`config.mk`:
```
export PLATFORM = sky130hd
export DESIGN_NAME = rxk_key_unit
export DESIGN_NICKNAME = d
export VERILOG_FILES = /design/src/rtl/rxk_pkg.sv /design/src/rtl/rxk_key_unit.sv
export SDC_FILE = /design/constraint.sdc
export NUM_CORES = 1
export LEC_CHECK = 0
export ABC_AREA = 1
export BUFFER_PORTS_ARGS = -buffer_cell sky130_fd_sc_hd__buf_2
export CORE_MARGIN = 8
export CORE_UTILIZATION = 50
export DETAILED_ROUTE_END_ITERATION = 8
export HOLD_SLACK_MARGIN = 0.12
export PLACE_DENSITY = 0.78
export SYNTH_ARGS = -nofsm -noshare
export SYNTH_HDL_FRONTEND = slang
export SYNTH_SLANG_ARGS = --single-unit
export TNS_END_PERCENT = 5
```
`constraint.sdc`:
```
create_clock -name clk -period 2.5 [get_ports clk]
set_input_delay 0.125 -clock clk [delete_from_list [all_inputs] [get_ports clk]]
set_output_delay 0.125 -clock clk [all_outputs]
set_load 0.03 [all_outputs]
```
`src/rtl/rxk_pkg.sv`:
```
// Shared types, constants and helpers of the rolling XOR key stream cipher.
`timescale 1ns / 1ps

package rxk_pkg;

    localparam int KEY_TEXT_DEPTH_DEF = 1024;

    localparam logic [7:0] CH_SUBST     = 8'h2E;
    localparam logic [7:0] CH_PERCENT   = 8'h25;
    localparam logic [7:0] CH_ASCII_MAX = 8'd127;

    typedef enum logic [1:0] {
        CMD_LOAD  = 2'd0,
        CMD_START = 2'd1,
        CMD_DATA  = 2'd2
    } cmd_t;

    // Text store control for one cycle
    typedef struct packed {
        logic wr_en;
        logic rd_en;
    } mem_ctl_t;

    // Decoded request strobes for the key unit
    typedef struct packed {
        logic start;
        logic data;
    } item_ctl_t;

    // Map characters above ASCII and the percent sign to a period
    function automatic logic [7:0] clean_char(input logic [7:0] c);
        if ((c > CH_ASCII_MAX) || (c == CH_PERCENT)) begin
            return CH_SUBST;
        end
        return c;
    endfunction

endpackage

```
`src/rtl/rxk_key_unit.sv`:
```
// Rolling key state, text index sequencing and the output register.
`timescale 1ns / 1ps

module rxk_key_unit
    import rxk_pkg::*;
#(
    parameter int KEY_TEXT_DEPTH = KEY_TEXT_DEPTH_DEF,
    parameter int AW             = $clog2(KEY_TEXT_DEPTH)
)
(
    input  logic          clk,
    input  logic          rst_n,
    input  logic [7:0]    challenge,
    input  item_ctl_t     ctl,
    input  logic [7:0]    seed,
    input  logic          start_odd,
    input  logic [7:0]    data_in,
    input  logic          final_req,
    input  logic [7:0]    rd_data,
    input  logic [7:0]    entry0,
    output logic [AW-1:0] rd_addr,
    output logic          in_ready,
    output logic          out_valid,
    input  logic          out_ready,
    output logic [7:0]    data_out,
    output logic          last
);

    logic          s1_valid_reg, s1_valid_next;
    logic [AW-1:0] s1_idx_reg;
    logic [7:0]    s1_data_reg;
    logic          s1_last_reg;
    logic [7:0]    key_reg, key_next;
    logic          pos_reg, pos_next;
    logic [AW-1:0] idx_reg, idx_next;
    logic          out_valid_reg, out_valid_next;
    logic [7:0]    out_data_reg;
    logic          out_last_reg;

    logic          s1_adv;
    logic          text_nul;
    logic [7:0]    text_ch;
    logic [7:0]    key_mix;
    logic [7:0]    key_new;
    logic [AW-1:0] idx_inc;
    logic [AW-1:0] idx_after;

    assign s1_adv   = s1_valid_reg && (!out_valid_reg || out_ready);
    assign in_ready = !s1_valid_reg || s1_adv;

    // NUL at the index: fall back to entry zero, index resumes at one
    assign text_nul  = (rd_data == 8'd0);
    assign text_ch   = clean_char(text_nul ? entry0 : rd_data);
    assign key_mix   = pos_reg ? {text_ch[6:0], 1'b0} : text_ch;
    assign key_new   = key_reg ^ key_mix;
    assign idx_inc   = (s1_idx_reg == AW'(KEY_TEXT_DEPTH - 1)) ? '0 : s1_idx_reg + 1'b1;
    assign idx_after = text_nul ? AW'(1) : idx_inc;

    // Forward the index of the byte in flight to the next read
    assign rd_addr = s1_valid_reg ? idx_after : idx_reg;

    always_comb
    begin
        key_next = key_reg;
        pos_next = pos_reg;
        idx_next = idx_reg;
        priority if (ctl.start)
        begin
            key_next = challenge ^ seed;
            pos_next = start_odd;
            idx_next = '0;
        end
        else if (s1_adv)
        begin
            key_next = key_new;
            pos_next = ~pos_reg;
            idx_next = idx_after;
        end
    end

    always_comb
    begin
        s1_valid_next = s1_valid_reg;
        if (ctl.data)
        begin
            s1_valid_next = 1'b1;
        end
        else if (s1_adv)
        begin
            s1_valid_next = 1'b0;
        end

        out_valid_next = out_valid_reg;
        if (s1_adv)
        begin
            out_valid_next = 1'b1;
        end
        else if (out_ready)
        begin
            out_valid_next = 1'b0;
        end
    end

    always_ff @(posedge clk or negedge rst_n)
    begin
        if (!rst_n)
        begin
            s1_valid_reg  <= 1'b0;
            out_valid_reg <= 1'b0;
            key_reg       <= '0;
            pos_reg       <= 1'b0;
            idx_reg       <= '0;
        end
        else
        begin
            s1_valid_reg  <= s1_valid_next;
            out_valid_reg <= out_valid_next;
            key_reg       <= key_next;
            pos_reg       <= pos_next;
            idx_reg       <= idx_next;
        end
    end

    always_ff @(posedge clk)
    begin
        if (ctl.data)
        begin
            s1_idx_reg  <= rd_addr;
            s1_data_reg <= data_in;
            s1_last_reg <= final_req;
        end
        if (s1_adv)
        begin
            out_data_reg <= s1_data_reg ^ key_new;
            out_last_reg <= s1_last_reg;
        end
    end

    assign out_valid = out_valid_reg;
    assign data_out  = out_data_reg;
    assign last      = out_last_reg;

endmodule

```
==> results.json <==
{
  "synthArstFlopShare_pct": 42.9,
  "yosys-top-cells-area": "edfxtp_1 (30%), dfrtp_1 (19%), nand2_1 (13%), inv_1 (6.2%), nand3_1 (6.0%)",
  "worstPathCellList": "ha_2 -> nand2_1 -> nor2_2 -> nand3_2 -> nor2_4 -> nand3_2 -> o21ai_2 -> inv_1 -> nand3_1 -> o21ai_0 -> buf_2",
  "synth_edf_count": 28,
  "clk_pin_slew_ns": 0.10,
  "endpoint_kind": "output port",
  "drt_pre_antenna_iters": 4,
  "wl_per_cell_um": 13.7,
  "clkLatencyLatePin_ns": 0.31,
  "die_w_um": 91.3,
  "antenna_left": 0,
  "synth_nets": 390,
  "dieArea_mm2": 0.00834,
  "startpoint_type": "register",
  "drt-total-wl_um": 6820,
  "whs_path_depth": 3,
  "dieHeight_um": 91.3,
  "drt-initial-drc-count": 171,
  "holdPathEnd": "key_reg[7]",
  "ys_types": 31,
  "layout-drive-gt1-share_pct": 26.9,
  "num_rows": 27,
  "cp.required_ns": 2.38,
  "power_switching_uw": 696,
  "slowest_stage": "edfxtp_1",
  "numCtsBuffers": 5,
  "synth-seq-cells": 49,
  "crit_buf_inv": 2,
  "min_path_type": "in -> reg",
  "p_leak_nw": 1.71,
  "yosys_warnings": 0,
  "cp_max_fo": 5,
  "p_int_mw": 1.45,
  "fin_nets": 474,
  "areaGrowthSynthToFinish_pct": 24.1,
  "cpMostUsedCell": "nand3_2",
  "netlist_area_mm2": 0.00284,
  "fin_area_mm2": 0.00352,
  "preCtsSetupSlack_ns": 0.262,
  "clkPwrFrac_pct": 27.2,
  "reg2reg_from": "s1_idx_reg[0]",
  "io_pins": 68,
  "seq_power_share_pct": 47.6,
  "antenna_cells": 0,
  "r2r-end": "s1_idx_reg[9]",
  "cts.sinks": 49,
  "route.detailed.vias_per_inst": 5.07,
  "min_period_ns": 2.43,
  "grt_pass1_wl_um": 11200,
  "yosysTopAreaCell": "edfxtp_1",
  "maxCapViolations": 0,
  "grt_pass1_vias": 2452,
  "max-vdd-ir-drop_mv": 0.354,
  "status": "finished clean",
  "drc": 0,
  "postPlaceCellArea_mm2": 0.00324,
  "layout_common_cells": "nand2_1 (96), buf_2 (66), inv_1 (47)",
  "yosysSeqAreaShare_pct": 48.2,
  "port_buffers": 67,
  "syn_area_per_cell_um2": 8.29,
  "fp.coreArea_mm2": 0.00551,
  "combPwrFrac_pct": 25.2,
  "vias": 2531,
  "reg2reg_slack_ns": 0.45,
  "setup_violations": 0,
  "period_share_pct": 97.0,
  "worstHoldStart": "challenge[7]",
  "gp_congestion": 0.888,
  "grt_use_total_pct": 16.4,
  "hold_violations": 0,
  "setup_slack_ns": 0.0749,
  "swShare_pct": 32.4,
  "tightest_slew_ns": 0.597,
  "cp_slowest_stage_delay_ns": 0.43,
  "grt_max_degree": 22,
  "netlist_instances": 342,
  "cts_tree": "done",
  "grt_overflow": 0,
  "clockBufferDepth": 2,
  "dp_hpwl_um": 5040,
  "slew_headroom_pct": 60.0,
  "path_delay_family": "simple AND/OR/NAND/NOR gates",
  "initial_utilization_pct": 51.5,
  "fin_skew_ns": 0.00586,
  "reg2reg_depth": 10,
  "cp.arrival_ns": 2.30,
  "critPathKind": "reg -> out",
  "antenna_found_initial": 0,
  "synth-main-ff-cell": "edfxtp_1",
  "layout_commonest_cell": "nand2_1",
  "synth_top_area_share_pct": 29.7,
  "maxSlewViolCount": 0,
  "max_freq_mhz": 412,
  "cts_root_buf": "clkbuf_8",
  "h-tree-depth": 2,
  "power.density_mw_per_mm2": 611
}
-- layout make-up --
cell class	count	area, um2
fill	494	1990
sequential	49	1370
multi-input combinational	237	1270
timing repair buffer	83	488
inverter	50	188
tap	72	90.1
clock buffer	5	68.8
clock inverter	3	46.3
-- layer usage --
metal  vias up  track usage, %  share of wire [%]
met3        13            3.54                5.9
met2        87            27.6                 47
li1       1271               -                  -
met1      1160            19.8                 45
met4         0            6.82                2.1
met5         -               0                  0
-- Yosys cell counts, types with 2 or more instances --
master and n:
nor2_2 6, nand4_1 4, buf_2 2, xnor2_1 7, inv_1 47, nor2_8 2, clkinv_1 2, nor2_1 15
o22ai_1 5, nor2_4 2, o211ai_1 2, nand2_1 96, edfxtp_1 28, xor2_1 7, nand3b_1 3, nand3_1 34
nand2_2 12, a21oi_1 3, dfrtp_1 21, nand2_4 5, clkbuf_1 3, o21ai_0 27
-- what timing repair did --
item | 4_1_cts | 5_1_grt
gates resized for setup | 2 | 8
pin swaps | 0 | 3
setup endpoints to repair | 5 | 6
buffers inserted | 0 | 2
hold buffers | 12 | 0
endpoints found under the hold margin | 33 | 0
-- logic make-up (layout without fill, tap and decap cells) --
| kind of cell | after synthesis | after routing | share of synthesized area (%) |
|---|---|---|---|
| AOI/OAI and AO/OA | 40 | 40 | 7.94 |
| xor gates and xnor gates | 14 | 14 | 4.32 |
| adders and majority gates | 1 | 1 | 0.441 |
| buffers and inverters | 56 | 141 | 7.90 |
| DFF | 49 | 49 | 48.2 |
| and+or+nand+nor | 182 | 182 | 31.2 |
-- how the worst max path moves through the flow --
stage	startpoint	endpoint	slack, ns	cells past startpoint
after CTS	s1_idx_reg[0]	rd_addr[7]	0.02	11
after detailed placement	s1_idx_reg[0]	rd_addr[9]	0.26	11
after global routing	s1_idx_reg[0]	rd_addr[3]	-0.08	11
after floorplan	s1_idx_reg[0]	s1_idx_reg[7]	0.15	10
after global placement	s1_idx_reg[0]	rd_addr[7]	0.40	11
final	s1_idx_reg[0]	rd_addr[9]	0.07	11
-- power by group through the flow --
stage	sequential, mW	combinational, mW	clock [mW]
after global placement	1.03	0.511	0
after detailed placement	1.04	0.524	0
final	1.02	0.543	0.584
after floorplan	1.06	0.324	0
after global routing	1.04	0.607	0.621
after CTS	1.02	0.541	0.593
-- tightest hold or removal path, cell delays in order --
cell and delay, ns:
buf_2 0.08, xnor2_1 0.11, o211ai_1 0.09
-- metrics by stage --
step,total power [mW],std cells,hold slack [ns],TNS [ns],util (%)
final,2.15,499,0.133,0,63.9
after floorplan,1.39,342,-0.171,0,-
after global routing,2.26,499,0.142,-0.333,63.9
after CTS,2.16,497,0.132,0,63.1
after global placement,1.55,477,0.116,0,58.8
after detailed placement,1.56,477,0.123,0,58.8
(Power assumes the default switching activity.)
